<file path="src/rtl/tdm_pkg.sv">
// Shared definitions for the table-driven DFA matcher core.
// Command and verdict codes, configuration indexes, field widths, match type.
// No dependencies.
package tdm_pkg;

  // Field widths of the input and result transactions
  localparam int unsigned CMD_W   = 3;
  localparam int unsigned SLOT_W  = 4;
  localparam int unsigned STATE_W = 6;
  localparam int unsigned TGT_W   = 7;
  localparam int unsigned CHAR_W  = 8;
  localparam int unsigned VERD_W  = 2;
  localparam int unsigned COUNT_W = 5;

  // Slots addressable by the 4-bit slot field
  localparam int unsigned SLOT_LIMIT = 16;

  // Commands
  localparam logic [CMD_W-1:0] CMD_ALPHA = 3'd0;
  localparam logic [CMD_W-1:0] CMD_FINAL = 3'd1;
  localparam logic [CMD_W-1:0] CMD_TRANS = 3'd2;
  localparam logic [CMD_W-1:0] CMD_CHAR  = 3'd3;
  localparam logic [CMD_W-1:0] CMD_END   = 3'd4;

  // Verdict / reject codes
  localparam logic [VERD_W-1:0] RJ_NONE     = 2'd0;
  localparam logic [VERD_W-1:0] RJ_SYMBOL   = 2'd1;
  localparam logic [VERD_W-1:0] RJ_NOTRANS  = 2'd2;
  localparam logic [VERD_W-1:0] RJ_NOTFINAL = 2'd3;

  // Configuration register indexes
  localparam int unsigned CFG_IDX_W = 2;
  localparam logic [CFG_IDX_W-1:0] CFG_START   = 2'd0;
  localparam logic [CFG_IDX_W-1:0] CFG_SYMCNT  = 2'd1;
  localparam logic [CFG_IDX_W-1:0] CFG_FINCNT  = 2'd2;

  // Result of the alphabet lookup
  typedef struct packed {
    logic              found;
    logic [SLOT_W-1:0] col;
  } sym_match_t;

endpackage

</file>
<file path="src/rtl/tdm_final_list.sv">
// Final-state list of the DFA matcher: slot registers and membership check.
// Depends on tdm_pkg.
module tdm_final_list #(
  parameter int unsigned NUM_SLOTS = 16
) (
  input  logic                            clk_i,
  input  logic                            we_i,
  input  logic [tdm_pkg::SLOT_W-1:0]      wslot_i,
  input  logic [tdm_pkg::STATE_W-1:0]     wdata_i,
  input  logic [tdm_pkg::COUNT_W-1:0]     final_count_i,
  input  logic [tdm_pkg::STATE_W-1:0]     state_i,
  output logic                            is_final_o
);

  logic [tdm_pkg::STATE_W-1:0] fin_q [NUM_SLOTS];
  logic [NUM_SLOTS-1:0]        hit;

  for (genvar i = 0; i < NUM_SLOTS; i++) begin : g_slot
    always_ff @(posedge clk_i) begin
      if (we_i && (wslot_i == tdm_pkg::SLOT_W'(i))) begin
        fin_q[i] <= wdata_i;
      end
    end
    assign hit[i] = (tdm_pkg::COUNT_W'(i) < final_count_i) && (fin_q[i] == state_i);
  end

  assign is_final_o = |hit;

endmodule
</file>
<file path="config.mk">
export PLATFORM = sky130hd
export DESIGN_NAME = tdm_final_list
export DESIGN_NICKNAME = d
export VERILOG_FILES = /design/src/rtl/tdm_pkg.sv /design/src/rtl/tdm_final_list.sv
export SDC_FILE = /design/constraint.sdc
export NUM_CORES = 1
export LEC_CHECK = 0
export BUFFER_PORTS_ARGS = -buffer_cell sky130_fd_sc_hd__buf_2
export CORE_ASPECT_RATIO = 0.8
export CORE_MARGIN = 5
export CORE_UTILIZATION = 35
export DETAILED_ROUTE_END_ITERATION = 6
export PLACE_DENSITY_LB_ADDON = 0.15
export REMOVE_ABC_BUFFERS = 1
export SETUP_SLACK_MARGIN = 0.4
export SYNTH_ARGS = -nofsm -noshare
export SYNTH_HDL_FRONTEND = slang
export SYNTH_SLANG_ARGS = --single-unit
</file>
<file path="constraint.sdc">
create_clock -name clk_i -period 1.5 [get_ports clk_i]
set_clock_uncertainty 0.05 [all_clocks]
set_input_delay 0.225 -clock clk_i [delete_from_list [all_inputs] [get_ports clk_i]]
set_output_delay 0.225 -clock clk_i [all_outputs]
set_load 0.005 [all_outputs]
</file>
==> results.toml, run 1 <==
[grt]
grt_pass1_vias = 2622
gr-total-overflow = 0
grt_max_degree = 17
grt_pass1_wl_mm = 16.5
antenna_found_initial = 0
track_usage = 0.151

[routing]
drtIter0Drc = 147
via_count = 2494
wl_met2_mm = 4.53
viasPerCell = 4.64
wl_per_cell_um = 19.8
postRouteAntennaNets = 0
dr_wl_met3_um = 337
totalWireLength_mm = 10.7
drc = 0
top_layer_used = "met4"
drt-met1-wl_mm = 5.66
dr.pass1.iters = 4

[yosys]
yosysTopAreaCell = "edfxtp_1"
synthCells = 288
synth_top_area_share = 0.650
ys_seq_elements = 96
syn_area_per_cell_um2 = 15.4
ys_seq_area_frac = 0.650
synth_area_um2 = 4430
yosys_warnings = 0
yosysUniqueCellTypes = 35
synth.area.top_cells = "edfxtp_1 (65%), xnor2_1 (9.5%), xor2_1 (9.1%)"

[timing]
tns_ns = -0.690
rsz0062_at_grt = "true"
setup_violations = 1
relSlewSlack = 0.654
tightestPinTransition_ns = 0.515
hold_viol = 0
maxSlewViolCount = 0
timing.final.crit_share = 1.46
layout_setup_ws_ns = -0.690
fmax_ghz = 0.457
period_needed_ns = 2.19

[cells_and_area]
drive_above_1_share = 0.292
area_growth_pct = 23.0
n_antenna_cell = 0
largest_reg_flops = 96
reg_top3 = "fin_q: 96 flops"
finish.net_count = 385
top_register = "fin_q"
post-route-util = 0.443

[outcome]
violations = "negative setup slack"
status = "complete, but fails checks"

[pwr]
peakVddDrop_v = 0.000589
total_leakage_power_nw = 1.85
power_density_nw_per_um2 = 1130

[cts]
clkSlewWorstSetupHoldPaths_ns = 0.06
cts_max_level = 3
cts_tree = "built"
cts.sinks = 96
postCtsHoldBufs = 0
cts_buffer_depth = 2
cts-buffers-inserted = 9
clockRootBuffer = "clkbuf_16"
post-cts-setup-buffers = 0

[placement]
dp_slack_ns = -0.618
gp_congestion = 0.777
io_buffers = 23
place_hpwl_mm = 7.34

[die]
die_h_um = 111
rows = 36
fp.coreArea_um2 = 12300
dieArea_um2 = 15000
io_pins = 24
start_util = 0.360
die_w_um = 136

[critical_path]
crit_path_end_kind = "output pin"
arrival_ns = 1.92
worstPathRequired_ns = 1.22
cp-start-kind = "flip-flop"
path_class = "reg -> out"
critPathMaxFanout = 1

[worst_hold_path]
min_path_type = "in -> reg"

[flow_run]
drv_cap = 0
cells by family (layout without fill, tap and decap cells):
kind of cell    count (synthesis)  in the layout  synth area share
xor+xnor                       96             96             0.193
simple gates                   66             66            0.0844
compound gates                 15             15            0.0294
buf+inv                        15             94            0.0426
flops                          96             96             0.650
worst paths after layout:
check	from	to	cells after the start
max	fin_q[0][3]	is_final_o	7
min	wdata_i[2]	fin_q[1][2]	1
Yosys cell counts (all sizes together):
library cell   n
edfxtp        96
xnor2         48
xor2          48
buf           15
nor2          15
nand4         13
nor4          12
nor3           8
nand2          5
a21oi          3
a31oi          3
nand2b         3
nand3          3
a2111oi        2
nand3b         2
o2111ai        2
o21ai          2
a22oi          1
a41oi          1
nor2b          1
o41ai          1
or2            1
or3            1
or3b           1
or4            1
layout make-up:
type	instances	area [um^2]
multi-input combinational	177	1420
sequential	96	2880
timing repair buffer	78	601
clock buffer	9	225
tap	171	214
fill	1146	6850
clock inverter	7	110
per-layer routing:
| metal | vias up | GRT usage |
|---|---|---|
| li1 | 1198 | - |
| met1 | 1242 | 0.228 |
| met2 | 43 | 0.216 |
| met3 | 11 | 0.0341 |
| met4 | 0 | 0.0423 |
| met5 | - | 0 |
where the power goes:
group | switching [mW] | leakage [nW] | internal [mW]
Sequential | 0.0198 | 0.867 | 3.01
Combinational | 0.309 | 0.826 | 0.240
Clock | 0.963 | 0.161 | 1.61
Total | 1.29 | 1.85 | 4.86
per-stage QoR:
| step | cell area, um^2 | instances | power, mW | hold WS (ns) |
|---|---|---|---|---|
| final | 5450 | 538 | 6.15 | 0.268 |
| after global routing | 5450 | 538 | 6.38 | 0.275 |
| after CTS | 5430 | 538 | 6.23 | 0.268 |
| after detailed placement | 5050 | 522 | 3.63 | 0.639 |
| after global placement | 5050 | 522 | 3.63 | 0.635 |
| after floorplan | 4240 | 273 | 3.28 | 0.274 |
cell usage in the layout (no fill, tap or decap), types with 5 or more instances in the layout:
cell type / netlist / routed
edfxtp_1: 96 / 96
buf_4: 2 / 49
xnor2_1: 48 / 48
xor2_1: 46 / 45
buf_2: 1 / 22
nor2_1: 14 / 14
nand4_1: 13 / 13
nor4_1: 11 / 11
clkbuf_16: 0 / 9
nand2_1: 5 / 5
nor3_1: 7 / 5
buf_12: 3 / 5
timing repair:
action / in CTS / in global routing
pin swaps: 8 / 1
endpoints found under the setup margin: 25 / 13
gates resized for setup: 9 / 2
worst max-delay path: stages (launching register included):
cell	delay, ns
edfxtp_1	0.40
xor2_1	0.18
nor4_1	0.32
o2111ai_1	0.17
nand4_1	0.20
a2111oi_4	0.06
nand3_1	0.12
buf_2	0.13
No activity file was read; power rests on OpenSTA's default activity.
==> run 2, diff against run 1 <==
- CTS_BUF_LIST: default -> sky130_fd_sc_hd__clkbuf_8
==> results.toml, run 2 (synthesized netlist as in run 1, its figures left out) <==
[outcome]
status = "complete, but fails checks"
violations = "negative setup slack"

[cells_and_area]
postLayoutCellArea_um2 = 5340
reg_top3 = "fin_q: 96 flops"
drive_above_1_share = 0.289
final_common_cell = "edfxtp_1"
n_antenna_cell = 0
finish.net_count = 385
top_register = "fin_q"
final_cell_mix = "edfxtp_1 (96), buf_4 (49), xnor2_1 (48)"
instances_no_fill = 538
largest_reg_flops = 96
area_growth_pct = 20.4

[routing]
via_count = 2492
dr.pass1.iters = 4
totalWireLength_mm = 10.6
drtIter0Drc = 149
wl_per_cell_um = 19.8
postRouteAntennaNets = 0
viasPerCell = 4.63
drc = 0

[pwr]
p_clk_frac = 0.359
power.switching_mw = 1.23
internal_power_mw = 4.33
total_leakage_power_nw = 1.80
p_seq_frac = 0.543
power_density_nw_per_um2 = 1040
pwr-share-comb = 0.098
p_sw_frac = 0.221
p_total_mw = 5.56
peakVddDrop_v = 0.000488

[placement]
place_hpwl_mm = 7.34
gp_congestion = 0.777
io_buffers = 23
dp_cells = 522
dpl_cell_area_um2 = 5050
dp_slack_ns = -0.618

[timing]
layout_setup_ws_ns = -0.710
setup_violations = 1
timing.final.crit_share = 1.47
whs_ns = 0.239
relSlewSlack = 0.658
tightestPinTransition_ns = 0.513
period_needed_ns = 2.21
rsz0062_at_grt = "true"
maxSlewViolCount = 0
hold_viol = 0
fmax_ghz = 0.452

[critical_path]
cp-start-kind = "flip-flop"
arrival_ns = 1.94
path_class = "reg -> out"
crit_path_top_delay_cell = "edfxtp_1"
crit_path_end_kind = "output pin"
worstPathRequired_ns = 1.22
crit_chain = "xor2_1, nor4_1, o2111ai_1, nand4_1, a2111oi_4, nand3_1, buf_2"
critPathMaxFanout = 1
slowest_delay_ns = 0.41

[grt]
track_usage = 0.151
grt_max_degree = 17
gr-total-overflow = 0
grt_pass1_wl_mm = 16.5
grt_pass1_vias = 2609
antenna_found_initial = 0

[die]
start_util = 0.360
io_pins = 24
rows = 36
fp.coreArea_um2 = 12300
dieArea_um2 = 15000
die_h_um = 111
die_w_um = 136

[cts]
cts_buffer_depth = 2
cts.sinks = 96
clkSlewWorstSetupHoldPaths_ns = 0.09
cts_tree = "built"
post-cts-setup-buffers = 0
clockRootBuffer = "clkbuf_8"
postCtsHoldBufs = 0
cts-buffers-inserted = 9
cts_max_level = 3

[flow_run]
drv_cap = 0

[worst_hold_path]
min_path_type = "in -> reg"
==> run 2: cell counts in the layout (fill, tap and decap cells not counted) <==
No cell type changed its count.
==> run 2: repair_timing <==
action	in CTS	in global routing
pin swaps	8	1
gates resized for setup	7	1
endpoints found under the setup margin	25	5
==> run 2: power by group through the flow <==
stage	Sequential, mW	Combinational (mW)	Clock (mW)
2_1_floorplan	3.08	0.198	0
3_3_place_gp	3.08	0.541	0
3_5_place_dp	3.09	0.544	0
4_1_cts	3.02	0.555	2.05
5_1_grt	3.03	0.599	2.17
6_report	3.02	0.545	2.00
==> run 2: worst paths after layout <==
| check | slack, ns | endpoint | cells past startpoint | startpoint |
|---|---|---|---|---|
| min | 0.24 | fin_q[1][2] | 1 | wdata_i[2] |
| max | -0.71 | is_final_o | 7 | fin_q[0][3] |
==> run 2: critical path, delay by kind of cell, from the launching register on <==
family,cells,cell delay (ns)
AOI/OAI and AO/OA,2,0.23
xor gates and xnor gates,1,0.18
buffers and inverters,1,0.12
DFF,1,0.41
and+or+nand+nor,3,0.64
==> run 2: through the flow <==
step            util  setup TNS (ns)
2_1_floorplan      -          -0.765
3_3_place_gp   0.410           -1.94
3_5_place_dp   0.410           -2.60
4_1_cts        0.433          -0.738
5_1_grt        0.434          -0.830
6_report       0.434          -0.710
==> run 2: layout make-up <==
type,count,area [um^2]
fill,1163,6960
sequential,96,2880
multi-input combinational,177,1410
timing repair buffer,78,594
tap,171,214
clock buffer,9,124
clock inverter,7,110
==> run 2: routing by layer <==
layer,routed length (um),up-vias,track usage
met3,404,10,0.0368
met1,5610,1245,0.231
li1,-,1197,-
met2,4510,40,0.215
met5,0,-,0
met4,111,0,0.0343
