<file path="src/rtl/tdm_pkg.sv">
// Shared definitions for the table-driven DFA matcher core.
// Command and verdict codes, configuration indexes, field widths, match type.
// No dependencies.
package tdm_pkg;

  // Field widths of the input and result transactions
  localparam int unsigned CMD_W   = 3;
  localparam int unsigned SLOT_W  = 4;
  localparam int unsigned STATE_W = 6;
  localparam int unsigned TGT_W   = 7;
  localparam int unsigned CHAR_W  = 8;
  localparam int unsigned VERD_W  = 2;
  localparam int unsigned COUNT_W = 5;

  // Slots addressable by the 4-bit slot field
  localparam int unsigned SLOT_LIMIT = 16;

  // Commands
  localparam logic [CMD_W-1:0] CMD_ALPHA = 3'd0;
  localparam logic [CMD_W-1:0] CMD_FINAL = 3'd1;
  localparam logic [CMD_W-1:0] CMD_TRANS = 3'd2;
  localparam logic [CMD_W-1:0] CMD_CHAR  = 3'd3;
  localparam logic [CMD_W-1:0] CMD_END   = 3'd4;

  // Verdict / reject codes
  localparam logic [VERD_W-1:0] RJ_NONE     = 2'd0;
  localparam logic [VERD_W-1:0] RJ_SYMBOL   = 2'd1;
  localparam logic [VERD_W-1:0] RJ_NOTRANS  = 2'd2;
  localparam logic [VERD_W-1:0] RJ_NOTFINAL = 2'd3;

  // Configuration register indexes
  localparam int unsigned CFG_IDX_W = 2;
  localparam logic [CFG_IDX_W-1:0] CFG_START   = 2'd0;
  localparam logic [CFG_IDX_W-1:0] CFG_SYMCNT  = 2'd1;
  localparam logic [CFG_IDX_W-1:0] CFG_FINCNT  = 2'd2;

  // Result of the alphabet lookup
  typedef struct packed {
    logic              found;
    logic [SLOT_W-1:0] col;
  } sym_match_t;

endpackage

</file>
<file path="src/rtl/tdm_alphabet.sv">
// Alphabet table of the DFA matcher: slot registers and lowest-slot match.
// Depends on tdm_pkg.
module tdm_alphabet #(
  parameter int unsigned NUM_SLOTS = 16
) (
  input  logic                            clk_i,
  input  logic                            we_i,
  input  logic [tdm_pkg::SLOT_W-1:0]      wslot_i,
  input  logic [tdm_pkg::CHAR_W-1:0]      wdata_i,
  input  logic [tdm_pkg::COUNT_W-1:0]     symbol_count_i,
  input  logic [tdm_pkg::CHAR_W-1:0]      char_i,
  output tdm_pkg::sym_match_t             match_o
);

  logic [tdm_pkg::CHAR_W-1:0] sym_q [NUM_SLOTS];
  logic [NUM_SLOTS-1:0]       hit;

  for (genvar i = 0; i < NUM_SLOTS; i++) begin : g_slot
    always_ff @(posedge clk_i) begin
      if (we_i && (wslot_i == tdm_pkg::SLOT_W'(i))) begin
        sym_q[i] <= wdata_i;
      end
    end
    assign hit[i] = (tdm_pkg::COUNT_W'(i) < symbol_count_i) && (sym_q[i] == char_i);
  end

  // Lowest matching slot wins
  always_comb begin
    match_o.found = |hit;
    match_o.col   = '0;
    for (int i = NUM_SLOTS - 1; i >= 0; i--) begin
      if (hit[i]) begin
        match_o.col = tdm_pkg::SLOT_W'(i);
      end
    end
  end

endmodule

</file>
<file path="config.mk">
export PLATFORM = sky130hd
export DESIGN_NAME = tdm_alphabet
export DESIGN_NICKNAME = d
export VERILOG_FILES = /design/src/rtl/tdm_pkg.sv /design/src/rtl/tdm_alphabet.sv
export SDC_FILE = /design/constraint.sdc
export NUM_CORES = 1
export LEC_CHECK = 0
export BUFFER_PORTS_ARGS = -buffer_cell sky130_fd_sc_hd__buf_2
export CELL_PAD_IN_SITES_DETAIL_PLACEMENT = 1
export CELL_PAD_IN_SITES_GLOBAL_PLACEMENT = 1
export CORE_UTILIZATION = 55
export CTS_CLUSTER_DIAMETER = 30
export DETAILED_ROUTE_END_ITERATION = 7
export PLACE_DENSITY = 0.9
export RECOVER_POWER = 50
export SLEW_MARGIN = 25
export SYNTH_ARGS = -nofsm -noshare
export SYNTH_HDL_FRONTEND = slang
export SYNTH_SLANG_ARGS = --single-unit
export TNS_END_PERCENT = 100
</file>
<file path="constraint.sdc">
create_clock -name clk_i -period 4 [get_ports clk_i]
set_clock_uncertainty 0.2 [all_clocks]
set_input_delay 1 -clock clk_i [delete_from_list [all_inputs] [get_ports clk_i]]
set_output_delay 1 -clock clk_i [all_outputs]
set_load 0.05 [all_outputs]
</file>
==> flow_summary.ini, run 1 <==
[logic_synthesis]
ys_async_sr_fraction_pct = 0
ys_seq_elements = 128
yosysSeqAreaShare_pct = 63.54
syn_area_um2 = 6050
syn_inst = 409
yosysWarningCount = 0
yosysUniqueCellTypes = 50
syn_area_per_cell_um2 = 14.79
synth_nets = 436
synth-edff-count = 128
synth-main-ff-cell = edfxtp_1

[floorplan]
floorplan.initialDensity_pct = 57.57
pin_count = 32
num_rows = 37
die_x_um = 106.9
die_h_um = 106.9

[status]
failed_stage = global routing (5_1_grt)
error_line = [ERROR DPL-0033] detailed placement checks failed during check placement.
status = did not finish

[placed_design]
portBuffers = 31
dpl_cell_area_um2 = 6581
dp_hpwl_mm = 11.88
gp_congestion = 0.9022

[cts]
cts-buffers-inserted = 17
cts_sinks = 128
clock_path_buffers = 2
h-tree-depth = 4
cts_hold_buf = 0
root_buffer = clkbuf_8

[timing]
endpoint_type = top-level output
crit_endpoint = match_o[1]

[grt]
antenna_found_initial = 0
grt_start_max_net_pins = 17
metrics by stage:
stage               worst slack, ps  setup TNS, ps  utilization [%]  instances  hold slack [ps]
global placement             -173.8         -439.9            62.63        607             1243
CTS                          -7.939         -7.939            74.50        649            705.7
detailed placement           -289.8         -900.1            62.63        607             1269
floorplan                     20.68              0                -        409            898.9
repair_timing:
action,CTS
buffers inserted,11
pin swaps,34
endpoints found under the setup margin,5
gates cloned,0
gates resized for setup,100
cells in the mapped netlist, types with 2 or more instances:
| cell type | n | area, um2 |
|---|---|---|
| and4_1 | 2 | 17.52 |
| nor2_1 | 23 | 86.33 |
| nor4_2 | 2 | 25.02 |
| buf_6 | 13 | 146.4 |
| nand4_1 | 17 | 106.4 |
| a211o_1 | 2 | 17.52 |
| xor2_1 | 59 | 516.8 |
| nor2b_1 | 3 | 18.77 |
| nor3_2 | 5 | 50.05 |
| buf_12 | 3 | 60.06 |
| o211ai_1 | 3 | 22.52 |
| xnor2_1 | 67 | 586.8 |
| edfxtp_1 | 128 | 3844 |
| or3_1 | 3 | 18.77 |
| buf_2 | 2 | 10.01 |
| nand3b_1 | 2 | 15.01 |
| a31oi_1 | 2 | 12.51 |
| nand2_1 | 9 | 33.78 |
| o21ai_0 | 2 | 10.01 |
| nand3_1 | 9 | 45.04 |
| nor3_1 | 10 | 50.05 |
| nand2b_1 | 2 | 12.51 |
| nor4_1 | 11 | 68.82 |
| a211oi_1 | 4 | 30.03 |
cell families after synthesis:
family	synth area share [%]
XOR/XNOR	18.97
AND/OR/NAND/NOR	10.59
buffers and inverters	3.826
AO/OA/AOI/OAI	3.082
flip-flops	63.54
==> inputs of run 2 (changes only) <==
--- a/config.mk
+++ b/config.mk
@@ -6,12 +6,9 @@
 export NUM_CORES = 1
 export LEC_CHECK = 0
 export BUFFER_PORTS_ARGS = -buffer_cell sky130_fd_sc_hd__buf_2
-export CELL_PAD_IN_SITES_DETAIL_PLACEMENT = 1
-export CELL_PAD_IN_SITES_GLOBAL_PLACEMENT = 1
-export CORE_UTILIZATION = 55
-export CTS_CLUSTER_DIAMETER = 30
+export CORE_UTILIZATION = 40
 export DETAILED_ROUTE_END_ITERATION = 7
-export PLACE_DENSITY = 0.9
+export PLACE_DENSITY_LB_ADDON = 0.15
 export RECOVER_POWER = 50
 export SLEW_MARGIN = 25
 export SYNTH_ARGS = -nofsm -noshare
==> run 2 against run 1 <==
The flow now finishes without violations; synthesized cell count stayed put; area after synthesis stayed put.
==> flow_summary.ini, run 2 <==
[status]
status = finished, final reports clean

[grt]
grt_util_all_layers_pct = 21.67
grt_pass1_vias = 3839
grt_start_max_net_pins = 17
grt_pass1_wl_mm = 23.86
antenna_found_initial = 0
overflow = 0

[timing]
post-route-period-util_pct = 99.59
slew_headroom_pct = 21.39
setup_viol = 0
worstMarginPinSlew_ps = 1179
setup_tns_ps = 0
period_needed_ps = 3983
hold_ws_ps = 847.3
final_max_slew_viol_count = 0
rsz0062_at_grt = yes
finalHoldViolCount = 0
fmax_mhz = 251.0

[pwr]
power_leakage_nw = 2.647
netSwitchingFraction_pct = 22.12
power_frac_seq_pct = 45.5
p_int_w = 0.002599
p_sw_w = 0.0007382
vdd_ir_drop_max_mv = 0.2743
pwr-share-comb_pct = 9.0
p_clk_share_pct = 45.5
power.density_nw_per_um2 = 435.1
total_power_w = 0.003337

[logic_synthesis]
yosysUniqueCellTypes = 50
syn_area_per_cell_um2 = 14.79
syn_inst = 409
synth_nets = 436
yosys-top-cells-area = edfxtp_1 (64%), xnor2_1 (9.7%), xor2_1 (8.5%)
ys_async_sr_fraction_pct = 0
yosysWarningCount = 0
synth-main-ff-cell = edfxtp_1
synth_top_area_share_pct = 63.54
syn_area_um2 = 6050
synth-edff-count = 128
yosys-top-cells-count = edfxtp_1 (128), xnor2_1 (67), xor2_1 (59), nor2_1 (23), nand4_1 (17)
yosysMostFrequentCell = edfxtp_1
synth_top_cell_by_area = edfxtp_1
yosysSeqAreaShare_pct = 63.54
ys_seq_elements = 128

[job]
drv_cap = 0

[cts]
h-tree-depth = 4
cts-buffers-inserted = 17
root_buffer = clkbuf_16
path_clk_slew_ps = 60
cts_sinks = 128
clock_path_buffers = 2
cts_tree = done

[critical_path]
critPathMaxFanout = 7
crit_family = buffers and inverters
slowest_stage = a211o_1
startpoint_type = input port
crit_chain = buf_4 > buf_4 > xor2_1 > a211o_1 > nor3_4 > buf_4 > inv_1 > a2bb2oi_2 > o21ai_2 > buf_6
crit_buf_inv = 5
worstSetupPathType = in2out
cpPeakStageDelay_ps = 310
cpMostUsedCell = buf_4
endpoint_kind = output port
arrival_ps = 2780
required_ps = 2800

[cells_and_area]
areaGrowthSynthToFinish_pct = 26.78
ff_latch_area_um2 = 3844
final_common_cell = edfxtp_1
nNetsFinal = 526
reg_top3 = sym_q: 128 flops
drive_above_1_share_pct = 32.23
final_cells = 696
final_area_um2 = 7670
most-common-layout-cells = edfxtp_1 (128), xnor2_1 (59), xor2_1 (54)
multi_input_comb_area_um2 = 2241
diodes = 0
largest_reg_flops = 128
top_register = sym_q
fillers = 1268

[placed_design]
dpl_cell_area_um2 = 6704
dp_hpwl_mm = 10.66
gp_congestion = 0.8642
portBuffers = 31
numPlacedInstances = 660

[detailed_routing]
drc = 0
vias = 3586
viasPerCell = 5.152
drtIter0Drc = 261
final_antenna_net_count = 0
dr.pass1.iters = 4
wl_per_cell_um = 22.50
drt-total-wl_mm = 15.66

[floorplan]
die_h_um = 125.0
floorplan.initialDensity_pct = 41.31
core_area_um2 = 14640
die-area_um2 = 15620
pin_count = 32
num_rows = 44
die_x_um = 125.0

[worst_hold_path]
hold_end = sym_q[1][38]$_DFFE_PP_
hold_depth = 2
min_from = wslot_i[1]
hp-class = in2reg
## run 2: area by class of cell
| cell class | count | share of cell area [%] |
|---|---|---|
| clock buffers | 18 | 5.595 |
| clock inverters | 14 | 1.925 |
| inverters | 1 | 0.04894 |
| multi-input cells | 260 | 29.22 |
| flip-flops and latches | 128 | 50.11 |
| well taps | 184 | 3.002 |
| repair buffers | 91 | 10.10 |
## run 2: through the flow
| stage | utilization (%) | setup WS, ps |
|---|---|---|
| after floorplan | - | 20.68 |
| after global placement | 45.78 | -254.1 |
| after detailed placement | 45.78 | -276.0 |
| after CTS | 51.10 | 5.793 |
| after global routing | 52.38 | -28.20 |
| final | 52.38 | 16.60 |
## run 2: cell families (layout without fill, tap and decap cells)
kind of cell | count (synthesis) | count (layout) | synth area share (%)
AND/OR/NAND/NOR | 108 | 108 | 10.59
flip-flops | 128 | 128 | 63.54
AO/OA/AOI/OAI | 24 | 24 | 3.082
buffers and inverters | 21 | 124 | 3.826
XOR/XNOR | 128 | 128 | 18.97
## run 2: what timing repair did
action,4_1_cts,5_1_grt
hold buffers,0,0
gates resized for setup,45,38
endpoints found under the hold margin,0,0
pin swaps,11,17
buffers inserted,2,3
setup endpoints to repair,5,5
## run 2: power by group through the flow
stage                     Clock [W]  Combinational (W)  Sequential [W]
after floorplan                   0           0.000159         0.00154
after global routing        0.00159           0.000323         0.00152
after global placement            0           0.000269         0.00154
after CTS                   0.00154           0.000287         0.00152
final                       0.00152           0.000300         0.00152
after detailed placement          0           0.000269         0.00154
## run 2: how the worst max path moves through the flow
stage,startpoint,end,cells past startpoint
after detailed placement,char_i[7],match_o[4],10
after global placement,char_i[7],match_o[4],10
after floorplan,char_i[4],match_o[2],8
after CTS,char_i[3],match_o[4],12
after global routing,char_i[4],match_o[2],9
final,char_i[4],match_o[0],10
## run 2: per-layer routing
metal	up-vias	wire, um	GRT usage, %
met1	1782	6933	28.58
met5	-	0	0
met4	0	420	10.26
met2	92	7549	34.47
li1	1684	-	-
met3	28	757	4.365
No activity file was read; power rests on OpenSTA's default activity.
==> inputs of run 3 (changes only) <==
==> constraint.sdc (replaced) <==
create_clock -name clk_i -period 4.8 [get_ports clk_i]
set_clock_uncertainty 0.2 [all_clocks]
set_input_delay 1.2 -clock clk_i [delete_from_list [all_inputs] [get_ports clk_i]]
set_output_delay 1.2 -clock clk_i [all_outputs]
set_load 0.05 [all_outputs]
==> run 3 against run 2 <==
The run now ends with DRC left; via count is 4.3% lower; sequential power is 17% lower; critical path depth fell by 1; combinational power fell by 33%; clock power is 20% lower; worst hold slack improved by 250 ps; sequential cell count did not move; critical path type unchanged; critical endpoint unchanged.
==> flow_summary.ini, run 3 (same netlist as run 2, synthesis figures left out) <==
[grt]
grt_pass1_wl_mm = 22.81
grt_pass1_vias = 3672
overflow = 0
grt_start_max_net_pins = 17
antenna_found_initial = 0
grt_util_all_layers_pct = 20.66

[cts]
cts_hold_buf = 0
cts_resized = 0
cts-buffers-inserted = 17
cts_tree = done
h-tree-depth = 4
root_buffer = clkbuf_16
cts_setup_buffers = 0
clock_path_buffers = 2
cts_sinks = 128
path_clk_slew_ps = 50

[timing]
rsz0062_at_grt = no
timing.final.ws_setup_ps = 165.5
worstMarginPinSlew_ps = 1199
setup_tns_ps = 0
finalHoldViolCount = 0
fmax_mhz = 215.8
final_max_slew_viol_count = 0
slew_headroom_pct = 20.09
post-route-period-util_pct = 96.55
setup_viol = 0
period_needed_ps = 4635

[critical_path]
slowest_stage = buf_2
endpoint_kind = output port
crit_family = buffers and inverters
required_ps = 3400
crit_chain = buf_2 > buf_4 > xor2_1 > nor4_1 > nand4_1 > nand2_1 > nand2_1 > o21ai_1 > buf_2
cpPeakStageDelay_ps = 320
critPathMaxFanout = 10
startpoint_type = input port
crit_buf_inv = 3
arrival_ps = 3230
worstSetupPathType = in2out

[pwr]
p_sw_w = 0.0005961
power_leakage_nw = 2.327
p_clk_share_pct = 45.2
power_frac_seq_pct = 47.3
p_int_w = 0.002079
pwr-share-comb_pct = 7.5
netSwitchingFraction_pct = 22.29
power.density_nw_per_um2 = 382.4
vdd_ir_drop_max_mv = 0.2594

[cells_and_area]
most-common-layout-cells = edfxtp_1 (128), xnor2_1 (67), xor2_1 (59)
areaGrowthSynthToFinish_pct = 15.62
final_common_cell = edfxtp_1
nNetsFinal = 495
largest_reg_flops = 128
drive_above_1_share_pct = 20.58
reg_top3 = sym_q: 128 flops
diodes = 0
top_register = sym_q

[placed_design]
portBuffers = 31
dp_slack_ps = 64.63
gp_congestion = 0.8766
dp_hpwl_mm = 9.808

[floorplan]
die_h_um = 125.0
die_x_um = 125.0
pin_count = 32
floorplan.initialDensity_pct = 41.31
die-area_um2 = 15620
num_rows = 44
core_area_um2 = 14640

[detailed_routing]
vias = 3431
dr.pass1.iters = 6
wl_per_cell_um = 22.25
drtIter0Drc = 293
final_antenna_net_count = 0
drc = 6
drt-total-wl_mm = 14.80
viasPerCell = 5.159

[status]
status = finished with violations
violations = DRC

[worst_hold_path]
hp-class = in2reg

[job]
drv_cap = 0
## run 3: layout make-up
class                      count  area [um2]
clock buffer                  18       429.2
clock inverter                14       123.9
fill                        1318        7650
inverter                       1       3.754
multi-input combinational    260        1998
sequential                   128        3844
tap                          184       230.2
timing repair buffer          60       365.4
## run 3: through the flow
step	power, W	util (%)	cell area (um2)	instances	hold slack, ps
4_1_cts	0.002694	47.65	6978	665	1043
5_1_grt	0.002760	47.76	6994	665	1109
3_5_place_dp	0.001489	43.87	6425	633	1489
6_report	0.002675	47.76	6994	665	1094
2_1_floorplan	0.001417	-	6050	409	1099
3_3_place_gp	0.001488	43.87	6425	633	1487
## run 3: path summary, 6_finish.rpt
| check | start | to | slack, ps | depth (start not counted) |
|---|---|---|---|---|
| setup / recovery | char_i[3] | match_o[0] | 170 | 9 |
| hold / removal | wslot_i[1] | sym_q[1][39]$_DFFE_PP_ | 1090 | 2 |
## run 3: power groups by stage
stage                     Combinational (W)  Clock (W)  Sequential (W)
final                              0.000201    0.00121         0.00126
after global routing               0.000220    0.00127         0.00127
after detailed placement           0.000203          0         0.00129
after global placement             0.000202          0         0.00129
after CTS                          0.000204    0.00123         0.00126
after floorplan                    0.000132          0         0.00128
## run 3: routing by layer
layer  track usage [%]  share of wire, %  vias up
li1                  -                 -     1622
met1             26.53                44     1703
met2             33.72                49       87
met3             5.178               5.1       19
met4             8.034               1.7        0
met5                 0                 0        -
==> inputs of run 4 (changes only) <==
--- a/config.mk
+++ b/config.mk
@@ -5,7 +5,8 @@
 export SDC_FILE = /design/constraint.sdc
 export NUM_CORES = 1
 export LEC_CHECK = 0
-export BUFFER_PORTS_ARGS = -buffer_cell sky130_fd_sc_hd__buf_2
+export BUFFER_PORTS_ARGS = -buffer_cell sky130_fd_sc_hd__buf_4
+export CORE_MARGIN = 2
 export CORE_UTILIZATION = 40
 export DETAILED_ROUTE_END_ITERATION = 7
 export PLACE_DENSITY_LB_ADDON = 0.15
==> run 4 against run 3 <==
The run now ends clean; worst hold slack got worse by 71 ps; final cell count fell by 3.8%; critical path depth rose by 1; routed wire length fell by 1.6%; die area rose by 3.2%; clock power rose by 8%; combinational power fell by 4%; sequential cell count did not move; critical path type unchanged.
==> flow_summary.ini, run 4 (same netlist as run 2, synthesis figures left out) <==
[timing]
setup_tns_ps = 0
slew_headroom_pct = 28.32
setup_viol = 0
rsz0062_at_grt = no
fmax_mhz = 214.5
post-route-period-util_pct = 97.12
finalHoldViolCount = 0
final_max_slew_viol_count = 0
period_needed_ps = 4662
worstMarginPinSlew_ps = 1075

[critical_path]
arrival_ps = 3260
crit_chain = buf_4 > buf_4 > xor2_1 > nor2_1 > and4_1 > nand4bb_1 > nor4_1 > buf_4 > nand2_1 > buf_4
cpPeakStageDelay_ps = 450
cpMostUsedCell = buf_4
critPathMaxFanout = 14
startpoint_type = input port
crit_buf_inv = 4
startpoint = char_i[3]
slowest_stage = nor4_1
crit_family = simple AND/OR/NAND/NOR gates
worstSetupPathType = in2out
endpoint_kind = output port
required_ps = 3400

[grt]
grt_pass1_wl_mm = 21.94
grt_pass1_vias = 3491
grt_start_max_net_pins = 17
overflow = 0
grt_util_all_layers_pct = 19.35
antenna_found_initial = 0

[floorplan]
die_h_um = 127.0
core_area_um2 = 14640
die_x_um = 127.0
num_rows = 44
floorplan.initialDensity_pct = 41.31
pin_count = 32
die-area_um2 = 16120

[detailed_routing]
vias = 3399
wl_met1_mm = 6.478
wl_met3_um = 803
viasPerCell = 5.311
drc = 0
dr.max_layer_used = met4
drtIter0Drc = 194
dr.pass1.iters = 4
wl_met2_mm = 7.036
wl_per_cell_um = 22.75
final_antenna_net_count = 0
drt-total-wl_mm = 14.56

[status]
status = finished, final reports clean

[cells_and_area]
final_common_cell = edfxtp_1
largest_reg_flops = 128
diodes = 0
drive_above_1_share_pct = 16.23
final_area_um2 = 6903
top_register = sym_q
nNetsFinal = 470
most-common-layout-cells = edfxtp_1 (128), xnor2_1 (67), xor2_1 (59)
reg_top3 = sym_q: 128 flops
areaGrowthSynthToFinish_pct = 14.11
final_core_util_pct = 47.14

[job]
drv_cap = 0

[cts]
h-tree-depth = 4
cts-buffers-inserted = 17
path_clk_slew_ps = 50
root_buffer = clkbuf_16
cts_sinks = 128
cts_hold_buf = 0
cts_tree = done
cts_setup_buffers = 0
clock_path_buffers = 2
cts_resized = 0

[worst_hold_path]
hold_depth = 2
hp-class = in2reg
hold_end = sym_q[0][1]$_DFFE_PP_
min_from = wslot_i[0]

[placed_design]
gp_congestion = 0.8040
dpl_cell_area_um2 = 6325
portBuffers = 31
dp_hpwl_mm = 8.945

[pwr]
power.density_nw_per_um2 = 400.4
pwr-share-comb_pct = 7.0
power_frac_seq_pct = 45.7
p_int_w = 0.002180
netSwitchingFraction_pct = 21.12
power_leakage_nw = 2.239
p_clk_share_pct = 47.3
p_sw_w = 0.0005837
vdd_ir_drop_max_mv = 0.2258
[run 4: changes by cell type in the layout (fill, tap and decap cells not counted)]
| cell | delta |
|---|---|
| buf_2 | -19 |
| clkbuf_4 | -3 |
| clkinv_2 | -3 |
| nor3_1 | -3 |
| nor3_2 | +3 |
| nor4_1 | +3 |
| nor4_2 | -3 |
| buf_4 | -2 |
| bufinv_16 | +2 |
[run 4: area by class of cell]
| cell class | count | area (um2) |
|---|---|---|
| Fill cell | 1286 | 7741 |
| Clock inverter | 13 | 168.9 |
| Sequential cell | 128 | 3844 |
| Inverter | 1 | 3.754 |
| Multi-Input combinational cell | 260 | 1994 |
| Timing Repair Buffer | 35 | 229.0 |
| Tap cell | 184 | 230.2 |
| Clock buffer | 19 | 432.9 |
[run 4: routing by layer]
metal  up-vias  global-route usage, %
li1       1570                      -
met5         -                      0
met3        18                  4.899
met2       102                  30.55
met1      1709                  25.53
met4         0                  8.339
[run 4: power by group through the flow]
stage	Sequential, W	Clock, W	Combinational, W
after global routing	0.00127	0.00138	0.000210
final	0.00126	0.00131	0.000192
after detailed placement	0.00129	0	0.000199
after CTS	0.00126	0.00133	0.000199
after global placement	0.00129	0	0.000197
after floorplan	0.00128	0	0.000132
[run 4: stage by stage]
step | hold slack [ps] | power [W] | instances | worst slack [ps]
2_1_floorplan | 1099 | 0.001417 | 409 | 359.5
3_3_place_gp | 1412 | 0.001483 | 608 | 206.7
3_5_place_dp | 1411 | 0.001484 | 608 | 206.9
4_1_cts | 964.1 | 0.002789 | 640 | 202.4
5_1_grt | 1020 | 0.002852 | 640 | 32.27
6_report | 1023 | 0.002764 | 640 | 138.4
[run 4: how the worst max path moves through the flow]
stage	depth (start not counted)	slack, ps	to
final	10	140	match_o[4]
after global routing	8	30	match_o[3]
after CTS	9	200	match_o[4]
after detailed placement	10	210	match_o[4]
after global placement	10	210	match_o[4]
after floorplan	6	360	match_o[3]
